### src/design/eqd_pkg.sv
package eqd_pkg;

  // Filter coefficients, signed Q4.20. Feedback terms are stored negated so the
  // accumulator only adds.
  localparam logic signed [23:0] CoefB0 = 24'sd19556;
  localparam logic signed [23:0] CoefB2 = -24'sd39112;
  localparam logic signed [23:0] CoefB4 = 24'sd19556;

  localparam int unsigned MacSteps = 11;

  localparam logic signed [67:0] RoundHalf = 68'sd524288;
  localparam logic signed [67:0] YMax = 68'sd549755813887;
  localparam logic signed [67:0] YMin = -68'sd549755813888;

  localparam logic [9:0] DelayMax = 10'd1023;

  // configuration register indexes
  localparam logic [1:0] CfgLearnWindow = 2'd0;
  localparam logic [1:0] CfgRiseDelay = 2'd1;
  localparam logic [1:0] CfgRefractoryEnd = 2'd2;

  localparam logic [15:0] LearnWindowRst = 16'd250;
  localparam logic [7:0] RiseDelayRst = 8'd10;
  localparam logic [9:0] RefractoryEndRst = 10'd75;

  typedef struct packed {
    logic [15:0] learn_window;
    logic [7:0]  rise_delay;
    logic [9:0]  refractory_end;
  } cfg_t;

  function automatic logic signed [23:0] neg_fb_coef(input logic [1:0] k);
    logic signed [23:0] c;
    case (k)
      2'd0: c = 24'sd3562608;
      2'd1: c = -24'sd4709436;
      2'd2: c = 24'sd2871316;
      default: c = -24'sd684550;
    endcase
    return c;
  endfunction

endpackage

### src/design/eqd_front.sv
module eqd_front #(
  parameter int SMOOTH_LEN = 25
) (
  input  logic        clk_i,
  input  logic        rst_ni,
  input  logic        in_valid_i,
  output logic        in_ready_o,
  input  logic [15:0] in_sample_i,
  output logic        push_valid_o,
  input  logic        push_ready_i,
  output logic [15:0] push_feature_o
);
  import eqd_pkg::*;

  localparam int IW = (SMOOTH_LEN > 1) ? $clog2(SMOOTH_LEN) : 1;
  localparam int SW = 16 + $clog2(SMOOTH_LEN);
  localparam int LBW = $clog2(SMOOTH_LEN + 1);
  localparam logic [SW-1:0] RecipM = SW'((2 ** SW) / SMOOTH_LEN);
  localparam logic [LBW-1:0] LenC = LBW'(SMOOTH_LEN);
  localparam logic [31:0] SatLim = 32'(65536 * SMOOTH_LEN);
  localparam logic [IW-1:0] IdxLast = IW'(SMOOTH_LEN - 1);

  localparam logic [2:0] FIdle = 3'd0;
  localparam logic [2:0] FMac = 3'd1;
  localparam logic [2:0] FY = 3'd2;
  localparam logic [2:0] FSum = 3'd3;
  localparam logic [2:0] FDiv1 = 3'd4;
  localparam logic [2:0] FDiv2 = 3'd5;
  localparam logic [2:0] FDiv3 = 3'd6;
  localparam logic [2:0] FPush = 3'd7;

  logic [2:0] state_q, state_d;
  logic [3:0] step_q;
  logic signed [15:0] xh_q [4];
  logic signed [39:0] yh_q [4];
  logic signed [15:0] x_q;
  logic signed [39:0] y_q, prev_q;
  logic signed [44:0] prod_q;
  logic [1:0] psh_q;
  logic pv_q;
  logic signed [67:0] acc_q;
  logic [39:0] win_mem [SMOOTH_LEN];
  logic [SMOOTH_LEN-1:0] wvalid_q;
  logic [IW-1:0] idx_q;
  logic [39:0] old_q;
  logic oldv_q;
  logic [47:0] sum_q;
  logic [31:0] s_q;
  logic [2*SW-1:0] div_p_q;
  logic [15:0] q0_q;
  logic [16+LBW-1:0] div_m_q;
  logic [15:0] feat_q;

  // multiplier operand select
  logic signed [20:0] mul_a;
  logic signed [23:0] mul_c;
  logic [1:0] mul_sh;
  logic [1:0] k;
  always_comb begin
    k = 2'(step_q - 4'd3);
    mul_a = '0;
    mul_c = '0;
    mul_sh = 2'd0;
    if (step_q == 4'd0) begin
      mul_a = 21'(x_q);
      mul_c = CoefB0;
      mul_sh = 2'd1;
    end else if (step_q == 4'd1) begin
      mul_a = 21'(xh_q[1]);
      mul_c = CoefB2;
      mul_sh = 2'd1;
    end else if (step_q == 4'd2) begin
      mul_a = 21'(xh_q[3]);
      mul_c = CoefB4;
      mul_sh = 2'd1;
    end else if (step_q < 4'd7) begin
      mul_a = $signed({1'b0, yh_q[k][19:0]});
      mul_c = neg_fb_coef(k);
      mul_sh = 2'd0;
    end else begin
      k = 2'(step_q - 4'd7);
      mul_a = 21'($signed(yh_q[k][39:20]));
      mul_c = neg_fb_coef(k);
      mul_sh = 2'd2;
    end
  end

  logic signed [67:0] prod_ext, acc_add;
  always_comb begin
    prod_ext = 68'(prod_q);
    case (psh_q)
      2'd1: acc_add = prod_ext <<< 16;
      2'd2: acc_add = prod_ext <<< 20;
      default: acc_add = prod_ext;
    endcase
  end

  logic signed [67:0] acc_r, y_w;
  logic signed [39:0] y_sat;
  always_comb begin
    acc_r = acc_q + RoundHalf;
    y_w = acc_r >>> 20;
    if (y_w > YMax) y_sat = 40'(YMax);
    else if (y_w < YMin) y_sat = 40'(YMin);
    else y_sat = 40'(y_w);
  end

  logic signed [40:0] diff;
  logic [39:0] dabs, old_v;
  logic [47:0] sum_n;
  always_comb begin
    diff = 41'(y_q) - 41'(prev_q);
    dabs = diff[40] ? 40'(-diff) : 40'(diff);
    old_v = oldv_q ? old_q : '0;
    sum_n = sum_q + 48'(dabs) - 48'(old_v);
  end

  logic [SW:0] rem;
  always_comb begin
    rem = {1'b0, s_q[SW-1:0]} - (SW + 1)'(div_m_q);
  end

  always_comb begin
    state_d = state_q;
    unique case (state_q)
      FIdle: if (in_valid_i) state_d = FMac;
      FMac: if (step_q == 4'(MacSteps)) state_d = FY;
      FY: state_d = FSum;
      FSum: state_d = FDiv1;
      FDiv1: state_d = FDiv2;
      FDiv2: state_d = FDiv3;
      FDiv3: state_d = FPush;
      FPush: if (push_ready_i) state_d = FIdle;
      default: state_d = FIdle;
    endcase
  end

  always_ff @(posedge clk_i or negedge rst_ni) begin
    if (!rst_ni) begin
      state_q <= FIdle;
      step_q <= '0;
      pv_q <= 1'b0;
      idx_q <= '0;
      wvalid_q <= '0;
      sum_q <= '0;
      prev_q <= '0;
      for (int i = 0; i < 4; i++) begin
        xh_q[i] <= '0;
        yh_q[i] <= '0;
      end
    end else begin
      state_q <= state_d;
      pv_q <= (state_q == FMac) && (step_q < 4'(MacSteps));
      if (state_q == FIdle) step_q <= '0;
      else if (state_q == FMac) step_q <= step_q + 4'd1;
      if (state_q == FY) begin
        xh_q[0] <= x_q;
        yh_q[0] <= y_sat;
        for (int i = 1; i < 4; i++) begin
          xh_q[i] <= xh_q[i-1];
          yh_q[i] <= yh_q[i-1];
        end
      end
      if (state_q == FSum) begin
        prev_q <= y_q;
        sum_q <= sum_n;
        wvalid_q[idx_q] <= 1'b1;
        idx_q <= (idx_q == IdxLast) ? '0 : idx_q + IW'(1);
      end
    end
  end

  always_ff @(posedge clk_i) begin
    if (state_q == FIdle && in_valid_i) begin
      x_q <= in_sample_i;
      acc_q <= '0;
      old_q <= win_mem[idx_q];
      oldv_q <= wvalid_q[idx_q];
    end else if (pv_q) begin
      acc_q <= acc_q + acc_add;
    end
    prod_q <= 45'(mul_a) * 45'(mul_c);
    psh_q <= mul_sh;
    if (state_q == FY) y_q <= y_sat;
    if (state_q == FSum) win_mem[idx_q] <= dabs;
    if (state_q == FDiv1 - 3'd1) s_q <= sum_n[47:16];
    if (state_q == FDiv1) div_p_q <= s_q[SW-1:0] * RecipM;
    if (state_q == FDiv2) begin
      q0_q <= div_p_q[SW +: 16];
      div_m_q <= div_p_q[SW +: 16] * LenC;
    end
    if (state_q == FDiv3) begin
      if (s_q >= SatLim) feat_q <= 16'hFFFF;
      else if (rem >= (SW + 1)'(LenC)) feat_q <= q0_q + 16'd1;
      else feat_q <= q0_q;
    end
  end

  assign in_ready_o = (state_q == FIdle);
  assign push_valid_o = (state_q == FPush);
  assign push_feature_o = feat_q;

endmodule

### src/design/eqd_fifo.sv
module eqd_fifo (
  input  logic        clk_i,
  input  logic        rst_ni,
  input  logic        wr_valid_i,
  output logic        wr_ready_o,
  input  logic [15:0] wr_data_i,
  output logic        rd_valid_o,
  input  logic        rd_ready_i,
  output logic [15:0] rd_data_o
);
  logic [15:0] mem_q [2];
  logic wp_q, rp_q;
  logic [1:0] cnt_q;
  logic wr, rd;

  assign wr_ready_o = (cnt_q != 2'd2);
  assign rd_valid_o = (cnt_q != 2'd0);
  assign wr = wr_valid_i && wr_ready_o;
  assign rd = rd_valid_o && rd_ready_i;
  assign rd_data_o = mem_q[rp_q];

  always_ff @(posedge clk_i or negedge rst_ni) begin
    if (!rst_ni) begin
      wp_q <= 1'b0;
      rp_q <= 1'b0;
      cnt_q <= 2'd0;
    end else begin
      if (wr) wp_q <= ~wp_q;
      if (rd) rp_q <= ~rp_q;
      cnt_q <= cnt_q + 2'(wr) - 2'(rd);
    end
  end

  always_ff @(posedge clk_i) begin
    if (wr) mem_q[wp_q] <= wr_data_i;
  end

endmodule

### src/design/eqd_back.sv
module eqd_back #(
  parameter int LEARN_PEAKS = 8
) (
  input  logic          clk_i,
  input  logic          rst_ni,
  input  eqd_pkg::cfg_t cfg_i,
  input  logic          feat_valid_i,
  output logic          feat_ready_o,
  input  logic [15:0]   feat_i,
  output logic          out_valid_o,
  input  logic          out_ready_i,
  output logic          out_qrs_o,
  output logic [15:0]   out_feature_o,
  output logic          out_learning_o
);
  import eqd_pkg::*;

  localparam int PIW = (LEARN_PEAKS > 1) ? $clog2(LEARN_PEAKS) : 1;
  localparam int CW = $clog2(LEARN_PEAKS + 1);
  localparam logic [CW-1:0] PeakCnt = CW'(LEARN_PEAKS);
  localparam logic [CW-1:0] MedIdx = CW'(LEARN_PEAKS / 2);
  localparam logic [PIW-1:0] PeakLast = PIW'(LEARN_PEAKS - 1);

  localparam logic [1:0] PhWait = 2'd0;
  localparam logic [1:0] PhRise = 2'd1;
  localparam logic [1:0] PhFall = 2'd2;
  localparam logic [1:0] PhRefr = 2'd3;

  logic [15:0] peak_q [LEARN_PEAKS];
  logic [CW-1:0] pl_q, pl_d;
  logic [15:0] cnt_q, cnt_d, wmax_q, wmax_d, thr_q, thr_d;
  logic [1:0] ph_q, ph_d;
  logic [9:0] dc_q, dc_d;
  logic sort_q, sort_d;
  logic [PIW-1:0] sidx_q, sidx_d;
  logic ovalid_q;
  logic oqrs_q, olearn_q;
  logic [15:0] ofeat_q;
  logic pop, learning, qrs, peak_wr;
  logic [15:0] cnt_inc, wmax_n;
  logic [9:0] dc_inc;

  assign feat_ready_o = !sort_q && (!ovalid_q || out_ready_i);
  assign pop = feat_valid_i && feat_ready_o;
  assign learning = (pl_q < PeakCnt);
  assign cnt_inc = cnt_q + 16'd1;
  assign wmax_n = (feat_i > wmax_q) ? feat_i : wmax_q;
  assign dc_inc = (dc_q < DelayMax) ? dc_q + 10'd1 : dc_q;

  // median search: one candidate per cycle, compared against all peaks
  logic [LEARN_PEAKS-1:0] gt_v, ge_v;
  logic [CW-1:0] gt_n, ge_n;
  logic [15:0] cand;
  always_comb begin
    cand = peak_q[sidx_q];
    for (int j = 0; j < LEARN_PEAKS; j++) begin
      gt_v[j] = peak_q[j] > cand;
      ge_v[j] = peak_q[j] >= cand;
    end
    gt_n = CW'($countones(gt_v));
    ge_n = CW'($countones(ge_v));
  end

  always_comb begin
    pl_d = pl_q;
    cnt_d = cnt_q;
    wmax_d = wmax_q;
    thr_d = thr_q;
    ph_d = ph_q;
    dc_d = dc_q;
    sort_d = sort_q;
    sidx_d = sidx_q;
    qrs = 1'b0;
    peak_wr = 1'b0;
    if (sort_q) begin
      if (gt_n <= MedIdx && ge_n > MedIdx) thr_d = cand >> 1;
      if (sidx_q == PeakLast) sort_d = 1'b0;
      else sidx_d = sidx_q + PIW'(1);
    end else if (pop) begin
      if (learning) begin
        wmax_d = wmax_n;
        cnt_d = cnt_inc;
        if (cnt_inc >= cfg_i.learn_window) begin
          cnt_d = '0;
          wmax_d = '0;
          ph_d = PhWait;
          peak_wr = 1'b1;
          pl_d = pl_q + CW'(1);
          if (pl_q + CW'(1) == PeakCnt) begin
            sort_d = 1'b1;
            sidx_d = '0;
          end
        end
      end else begin
        unique case (ph_q)
          PhWait: if (feat_i > thr_q) ph_d = PhRise;
          PhRise: begin
            dc_d = dc_inc;
            if (dc_inc >= 10'(cfg_i.rise_delay)) ph_d = PhFall;
          end
          PhFall: if (feat_i < thr_q) begin
            qrs = 1'b1;
            ph_d = PhRefr;
          end
          PhRefr: begin
            dc_d = dc_inc;
            if (dc_inc >= cfg_i.refractory_end) begin
              ph_d = PhWait;
              dc_d = '0;
            end
          end
          default: ph_d = PhWait;
        endcase
      end
    end
  end

  always_ff @(posedge clk_i or negedge rst_ni) begin
    if (!rst_ni) begin
      pl_q <= '0;
      cnt_q <= '0;
      wmax_q <= '0;
      thr_q <= '0;
      ph_q <= PhWait;
      dc_q <= '0;
      sort_q <= 1'b0;
      sidx_q <= '0;
      ovalid_q <= 1'b0;
    end else begin
      pl_q <= pl_d;
      cnt_q <= cnt_d;
      wmax_q <= wmax_d;
      thr_q <= thr_d;
      ph_q <= ph_d;
      dc_q <= dc_d;
      sort_q <= sort_d;
      sidx_q <= sidx_d;
      if (pop) ovalid_q <= 1'b1;
      else if (out_ready_i) ovalid_q <= 1'b0;
    end
  end

  always_ff @(posedge clk_i) begin
    if (peak_wr) peak_q[pl_q[PIW-1:0]] <= wmax_n;
    if (pop) begin
      oqrs_q <= qrs;
      ofeat_q <= feat_i;
      olearn_q <= learning;
    end
  end

  assign out_valid_o = ovalid_q;
  assign out_qrs_o = oqrs_q;
  assign out_feature_o = ofeat_q;
  assign out_learning_o = olearn_q;

endmodule

### src/design/ecg_qrs_detector_core.sv
// channel   dir  handshake                    payload
// s_axis    in   s_axis_tvalid/tready         tdata[15:0] sample
// m_axis    out  m_axis_tvalid/tready         tdata[0] is_qrs, [16:1] feature; tuser learning
// cfg       in   cfg_valid_i/cfg_ready_o      cfg_index_i, cfg_data_i
//
// In the front end a sample makes 11 passes through the shared filter multiplier,
// then output rounding, difference/moving sum and a divide in FDiv1, FDiv2, FDiv3.
// Back end takes one item per cycle while the output is not stalled; after the last
// learning window it pauses for a median search. A 2-entry queue parts front and back.
// Reset clears all history and returns the config registers to their defaults.
module ecg_qrs_detector_core #(
  parameter int SMOOTH_LEN = 25,
  parameter int LEARN_PEAKS = 8
) (
  input  logic        clk_i,
  input  logic        rst_ni,
  input  logic        s_axis_tvalid,
  output logic        s_axis_tready,
  input  logic [15:0] s_axis_tdata,   // [15:0] sample
  output logic        m_axis_tvalid,
  input  logic        m_axis_tready,
  output logic [23:0] m_axis_tdata,   // [0] is_qrs, [16:1] feature, zero pad
  output logic        m_axis_tuser,   // [0] learning
  input  logic        cfg_valid_i,
  output logic        cfg_ready_o,
  input  logic [1:0]  cfg_index_i,
  input  logic [15:0] cfg_data_i
);
  import eqd_pkg::*;

  cfg_t cfg_q;
  logic push_valid, push_ready, q_valid, q_ready;
  logic [15:0] push_feat, q_feat, o_feat;
  logic o_qrs;

  assign cfg_ready_o = 1'b1;

  always_ff @(posedge clk_i or negedge rst_ni) begin
    if (!rst_ni) begin
      cfg_q.learn_window <= LearnWindowRst;
      cfg_q.rise_delay <= RiseDelayRst;
      cfg_q.refractory_end <= RefractoryEndRst;
    end else if (cfg_valid_i) begin
      unique case (cfg_index_i)
        CfgLearnWindow: cfg_q.learn_window <= cfg_data_i;
        CfgRiseDelay: cfg_q.rise_delay <= cfg_data_i[7:0];
        CfgRefractoryEnd: cfg_q.refractory_end <= cfg_data_i[9:0];
        default: ;
      endcase
    end
  end

  eqd_front #(.SMOOTH_LEN(SMOOTH_LEN)) u_front (
    .clk_i, .rst_ni,
    .in_valid_i(s_axis_tvalid), .in_ready_o(s_axis_tready), .in_sample_i(s_axis_tdata),
    .push_valid_o(push_valid), .push_ready_i(push_ready), .push_feature_o(push_feat)
  );

  eqd_fifo u_fifo (
    .clk_i, .rst_ni,
    .wr_valid_i(push_valid), .wr_ready_o(push_ready), .wr_data_i(push_feat),
    .rd_valid_o(q_valid), .rd_ready_i(q_ready), .rd_data_o(q_feat)
  );

  eqd_back #(.LEARN_PEAKS(LEARN_PEAKS)) u_back (
    .clk_i, .rst_ni, .cfg_i(cfg_q),
    .feat_valid_i(q_valid), .feat_ready_o(q_ready), .feat_i(q_feat),
    .out_valid_o(m_axis_tvalid), .out_ready_i(m_axis_tready),
    .out_qrs_o(o_qrs), .out_feature_o(o_feat), .out_learning_o(m_axis_tuser)
  );

  assign m_axis_tdata = {7'b0, o_feat, o_qrs};

endmodule

### config.mk
export PLATFORM = sky130hd
export DESIGN_NAME = ecg_qrs_detector_core
export DESIGN_NICKNAME = d
export VERILOG_FILES = /design/src/design/eqd_pkg.sv /design/src/design/eqd_front.sv /design/src/design/eqd_fifo.sv /design/src/design/eqd_back.sv /design/src/design/ecg_qrs_detector_core.sv
export SDC_FILE = /design/constraint.sdc
export NUM_CORES = 2
export LEC_CHECK = 0
export BUFFER_PORTS_ARGS = -buffer_cell sky130_fd_sc_hd__buf_2
export CAP_MARGIN = 40
export CORE_MARGIN = 10
export CORE_UTILIZATION = 45
export DETAILED_ROUTE_END_ITERATION = 8
export SYNTH_ARGS = -nofsm -noshare
export SYNTH_HDL_FRONTEND = slang
export SYNTH_SLANG_ARGS = --single-unit
### constraint.sdc
create_clock -name clk_i -period 12.4 [get_ports clk_i]
set_input_delay 2.48 -clock clk_i [delete_from_list [all_inputs] [get_ports clk_i]]
set_output_delay 2.48 -clock clk_i [all_outputs]
set_load 0.01 [all_outputs]
## Word level (Yosys, flattened, before mapping)

Memory sizes are Yosys's and may differ from the RTL's. A register that Yosys moved wholly into a read port is not among the register bits.
Cells that the tools add are included.
Widths: inputs -> output; s select.

| cells by class | value |
|---|---|
| add/subtract/negate cells | 32 |
| div/mod/pow operators | 0 |
| multiply operators | 3 |
| shifts and indexed selects | 0 |
| equality and inequality tests | 34 |
| reductions and logical operators | 36 |
| order comparisons | 36 |
| bitwise operators | 8 |
| mux-type cells | 72 |

Operators by type and width:

| kind | number |
|---|---|
| $mux 40 | 6 |
| $bmux 40 s2 | 2 |
| $ge 16x16->1 | 9 |
| $gt 16x16->1 | 9 |
| $pmux 24 s3 | 2 |
| $pmux 64 s2 | 1 |
| $mux 24 | 4 |
| $mux 21 | 4 |
| $add 68x21->68 const B | 1 |
| $add 68x65->68 | 1 |
| $mux 16 | 4 |
| $add 48x40->48 | 1 |
| $gt 48x40->1 const B | 1 |
| $lt 48x40->1 const B | 1 |
| $sub 48x40->48 | 1 |
| $mul 21x24->45 | 1 |
| $sub 40x40->41 | 1 |
| $mux 20 | 2 |
| $neg 40->40 | 1 |
| $mul 21x16->36 const B | 1 |
| $add 16x1->16 const B | 2 |
| $ge 32x21->1 const B | 1 |
| $mux 3 | 9 |
| $or 25x25->25 | 1 |
| 61 further kinds | 155 |

| word-level totals | value |
|---|---|
| RAM bits | 1160 |
| input port bits | 39 |
| ROM bits | 0 |
| memories | 3 |
| logic and storage cells | 268 |
| output and inout port bits | 28 |
| bits in latches | 0 |
| register bits after elaboration | 767 |

Memories:

| name | depth | width | rd ports | clocked after memory_dff | write ports | line | RTL |
|---|---|---|---|---|---|---|---|
| u_front.win_mem | 25 | 40 | 1 | 1 | 1 | eqd_front.sv:42 | `logic [39:0] win_mem [SMOOTH_LEN];` |
| u_back.peak_q | 8 | 16 | 9 | 0 | 1 | eqd_back.sv:29 | `logic [15:0] peak_q [LEARN_PEAKS];` |
| u_fifo.mem_q | 2 | 16 | 1 | 0 | 1 | eqd_fifo.sv:11 | `logic [15:0] mem_q [2];` |

## Depth between registers and ports, before layout

| depth | value |
|---|---|
| depth after elaboration | 10 |
| gate-level depth with buffers | 41 |
| depth with buffers taken out | 36 |

## Hierarchy

From an unflattened synthesis, not the netlist that was laid out.

| unflattened totals | value |
|---|---|
| cells, all modules | 9499 |
| area total of the unflattened synthesis | 117985.7 um^2 |

By module, submodules not included:

| module | seq. area each (um^2) | area an instance (um^2) | cells each | times used |
|---|---|---|---|---|
| eqd_front | 46905.0 | 101559.9 | 8187 | 1 |
| eqd_back | 6085.8 | 13689.4 | 1161 | 1 |
| ecg_qrs_detector_core | 865.8 | 1373.8 | 84 | 1 |
| eqd_fifo | 1061.0 | 1362.6 | 67 | 1 |

## Worst setup path before layout

Ideal clock, no wire load.

| timing | value |
|---|---|
| kind | reg2reg |
| from | register u_front.step_q[0] |
| to | register u_front.prod_q[44] |
| clock period less this slack | 10.122 ns |
| required time | 12.328 ns |
| path buffers | 7 |
| library setup time | 0.072 ns |
| path slack | 2.278 ns |
| data arrival time | 10.050 ns |
| cell stages (with the launch flop) | 39 |
| path through | dfrtp_1 > buf_2 > buf_1 > buf_2 > inv_1 > ha_1 > clkbuf_1 > clkbuf_1 > clkbuf_1 > mux4_2 > nand2_1 > a31oi_1 > clkbuf_1 > nand2_1 > fa_1 > inv_1 > ha_1 > inv_1 > [... 3 more ...] > fa_1 > fa_1 > inv_1 > fa_1 > inv_1 > ha_1 > o21a_1 > o21ai_0 > a21boi_0 > o21ai_0 > a211oi_1 > a21oi_1 > a31oi_1 > a41o_1 > or4_1 > a31o_2 > a21oi_1 > xnor2_1 |

| between the ends | value |
|---|---|
| word-level cells in the longest chain between the ends | 10 |
| elaborated cells between the ends (all ways) | 31 |
| classes of those cells | add/sub: 2; mul: 1; order compare: 1; eq/ne: 6; mux: 16; bitwise: 2; reduce/logical: 3 |

Ends and longest elaborated chain:

| what | line | RTL |
|---|---|---|
| from (decl) | eqd_front.sv:33 | `logic [3:0] step_q;` |
| from (signal assigned) | eqd_front.sv:155 | `else if (state_q == FMac) step_q <= step_q + 4'd1;` |
| $sub 2x2->2 | eqd_front.sv:60, eqd_front.sv:81 |  |
| $not 2->3 (implied by the code) | eqd_front.sv:77, eqd_front.sv:82 |  |
| $bmux 40 s2 | eqd_front.sv:77, eqd_front.sv:82 |  |
| $mux 40 (implied by the code) / $mux 20 (equally long branches) (2 in series) | eqd_front.sv:82, eqd_front.sv:77 |  |
| $mux 21 | eqd_front.sv:76 | `end else if (step_q < 4'd7) begin` |
| $mux 21 | eqd_front.sv:72 | `end else if (step_q == 4'd2) begin` |
| $mux 21 | eqd_front.sv:68 | `end else if (step_q == 4'd1) begin` |
| $mux 21 | eqd_front.sv:64 | `if (step_q == 4'd0) begin` |
| $mul 21x24->45 (*) | eqd_front.sv:182 | `prod_q <= 45'(mul_a) * 45'(mul_c);` |
| to (signal assigned) | eqd_front.sv:182 |  |
| to (decl) | eqd_front.sv:38 | `logic signed [44:0] prod_q;` |

Every way passes the cells marked *; elsewhere a longest branch is shown, timed or not. The select of a mux whose other input is x is not followed.
A chain may end at the register's enable or synchronous reset.

## Final worst setup path

| timing | value |
|---|---|
| from | register u_front.step_q[1] |
| to | register u_front.prod_q[44] |

The elaborated chain is that of the path after synthesis.

==> reports/qor.yml <==
syn_area_per_cell_sq_um: 12.6
hp-class: "flip-flop to flip-flop"
finalHoldViolations: 0
worst-path-buf-inv: 7
cp.arrival_ns: 11.37
drive_gt1_share_pct: 15.0
ys.flop_type: "edfxtp_1"
place.gp.congestion: 0.957
nets: 10916
synth_top_cell_by_area: "edfxtp_1"
seq_area_frac_synth_pct: 46.9
post-route-cell-area_sq_um: 130000
tightest_slew_ns: 0.988
ant_nets: 0
final_cells: 13011
min_period_ns: 10.60
viasPerCell: 5.76
cts_root_buffer: "clkbuf_16"
grt_pass1_vias: 76097
worst-path-stages: 33
die_w_microns: 530
track_usage_pct: 23.4
max_stage_delay_ns: 0.73
rows: 187
drt-total-wl_microns: 333000
synth-edff-count: 1373
outcome: "finished clean"
synthDistinctLibCells: 104
synth_area_sq_um: 117000
worstPathMaxFanout: 20
skew_ns: 0.119
cts_sinks: 1942
cts_tree: "done"
dieArea_sq_um: 281000
insertion_delay_ns: 0.91
rsz0062_at_grt: "false"
cts_resized: 0
core_region_area_sq_um: 259000
tns_ns: 0
critical_path.most_common_cell: "fa_1"
cts.clk_slew.worst_paths_ns: 0.07
grt_pass1_wl_microns: 498000
synthArstFlopShare_pct: 23.5
port-buffer-count: 58
clock_path_buffers: 4
r2r_cells: 33
drc: 0
drv_cap: 0
crit_required_ns: 13.16
ios: 67
die_y_microns: 530
finalSetupViolations: 0
timing.fmax_mhz: 94.3
antenna_found_initial: 10
dp.cells: 12610
initial_core_util_pct: 45.2
cts_setup_buffers: 0
path_delay_family: "adder cells"
fin_crit_sh_pct: 85.5
criticalPathCategory: "flip-flop to flip-flop"
overflow: 0
drtIter0Drc: 6834
ctsHoldBuffers: 0
htree_num_levels: 4
synth.top_cell.area_share_pct: 35.2
crit_path_end_kind: "flip-flop"
yosysWarningCount: 0
holdPathStages: 0
placed_area_sq_um: 123000
timing.slew.headroom_pct: 33.5
syn2layout_area_growth_pct: 11.0
post-dp-hpwl_microns: 239000
wl_per_cell_microns: 25.6
critical_path.slowest_cell: "and2_1"
start_kind: "flip-flop"
ys_ff_latch: 1942
synth_area_leaders: "edfxtp_1 35%, fa_1 12%, dfrtp_1 9.5%, ha_1 8.0%, mux4_2 6.4%"
grt_max_degree: 180
syn-instance-count: 9265
cts_made_buffers: 215
slew_violations: 0
nFillCells: 22391
dr_total_vias: 74933
first_pass_iters: 6
## Yosys cell counts (all sizes together), types with 106 or more instances
library cell,number
ha,752
xnor2,192
a21o,186
fa,698
a21oi,338
mux4,334
mux2,313
and2,106
mux2i,121
dfxtp,113
inv,1011
edfxtp,1373
o21ai,413
xor2,138
nand2,785
nor2,477
clkbuf,240
dfrtp,444
## worst paths after layout
path / startpoint / end / slack [ns]
worst min register to register: u_front.push_feature_o[0] / u_fifo.mem_q[0][0] / 0.44
min in group asynchronous: rst_ni / u_front.wvalid_q[16] / 1.48
worst max-delay path: u_front.step_q[1] / u_front.prod_q[44] / 1.80
max in group asynchronous: rst_ni / u_back.sidx_q[0] / 8.65
worst min-delay path: u_front.push_feature_o[0] / u_fifo.mem_q[0][0] / 0.44
worst max register to register: u_front.step_q[1] / u_front.prod_q[44] / 1.80
## metal layers
metal	up-vias	GRT usage, %	part of all wire, %
met5	-	0	0
met4	0	6.18	2.9
met3	463	3.72	7.1
met2	2507	36.4	45
met1	38628	34.5	45
li1	33335	-	-
## state kept, by name (all words and copies together) (netlist names), 21 cells and up
name              count
u_front.wvalid_q     25
u_front.old_q        40
u_front.acc_q        67
u_front.sum_q        48
u_front.div_m_q      21
u_fifo.mem_q         32
u_back.peak_q       128
u_front.yh_q        160
u_front.prod_q       44
u_front.prev_q       40
u_front.s_q          32
u_front.xh_q         64
cfg_q                34
u_front.win_mem    1000
u_front.y_q          40
## stage by stage
stage	setup slack [ns]	util (%)	hold WS (ns)
after floorplan	2.28	-	0.421
after global placement	1.73	47.2	0.424
after detailed placement	1.72	47.5	0.435
after CTS	1.65	50.1	0.445
after global routing	1.24	50.1	0.456
final	1.80	50.1	0.443
## placed cells by master, fill, tap and decap left out, types with 32 or more instances in the layout
| cell | n |
|---|---|
| a22oi_1 | 59 |
| inv_1 | 1007 |
| xor2_1 | 126 |
| mux2i_1 | 121 |
| o21ai_1 | 46 |
| clkinv_2 | 42 |
| buf_4 | 181 |
| nor2b_1 | 61 |
| a31oi_1 | 39 |
| nor2_1 | 453 |
| and2_1 | 102 |
| fa_1 | 698 |
| clkbuf_16 | 220 |
| edfxtp_1 | 1373 |
| or2_2 | 38 |
| xnor2_1 | 168 |
| and3_1 | 60 |
| nand4_1 | 79 |
| nor3_1 | 65 |
| ha_1 | 750 |
| clkbuf_1 | 47 |
| mux4_2 | 334 |
| dfxtp_1 | 113 |
| a21oi_1 | 328 |
| mux2_2 | 311 |
| o21ai_0 | 363 |
| a21o_1 | 186 |
| o21bai_1 | 35 |
| buf_2 | 58 |
| nand2_1 | 785 |
| nand3_1 | 100 |
| o21a_1 | 68 |
| nand2b_1 | 101 |
| dfrtp_1 | 437 |
| clkinv_1 | 32 |
## kinds of logic after synthesis
group	Yosys count	synth area share [%]
compound gates	1443	7.96
xor+xnor	330	2.47
fa+ha+maj	1450	20.0
buf+inv	1353	4.42
flops	1942	46.9
mux	768	10.5
other cells	2	0.00641
simple gates	1977	7.82
## worst reg2reg max path, delay by kind of cell (launching register included)
family	cells	cell delay [ns]
flip-flops	1	0.46
AND/OR/NAND/NOR	5	1.88
XOR/XNOR	1	0.15
buffers and inverters	7	0.77
AO/OA/AOI/OAI	11	3.03
adder cells (fa/ha/maj)	9	4.22
## cell type report
| type | count | area [sq um] | area share (%) |
|---|---|---|---|
| tap | 3402 | 4260 | 3.27 |
| sequential | 1942 | 54900 | 42.3 |
| inverter | 1011 | 3800 | 2.92 |
| antenna | 4 | 10.0 | 0.00770 |
| multi-input combinational | 5976 | 57700 | 44.4 |
| clock inverter | 118 | 1110 | 0.852 |
| clock buffer | 277 | 5820 | 4.48 |
| timing repair buffer | 281 | 2380 | 1.83 |
Power is not shown: default switching activity piles up to over one toggle a cycle in this logic, so the estimate is an artifact.
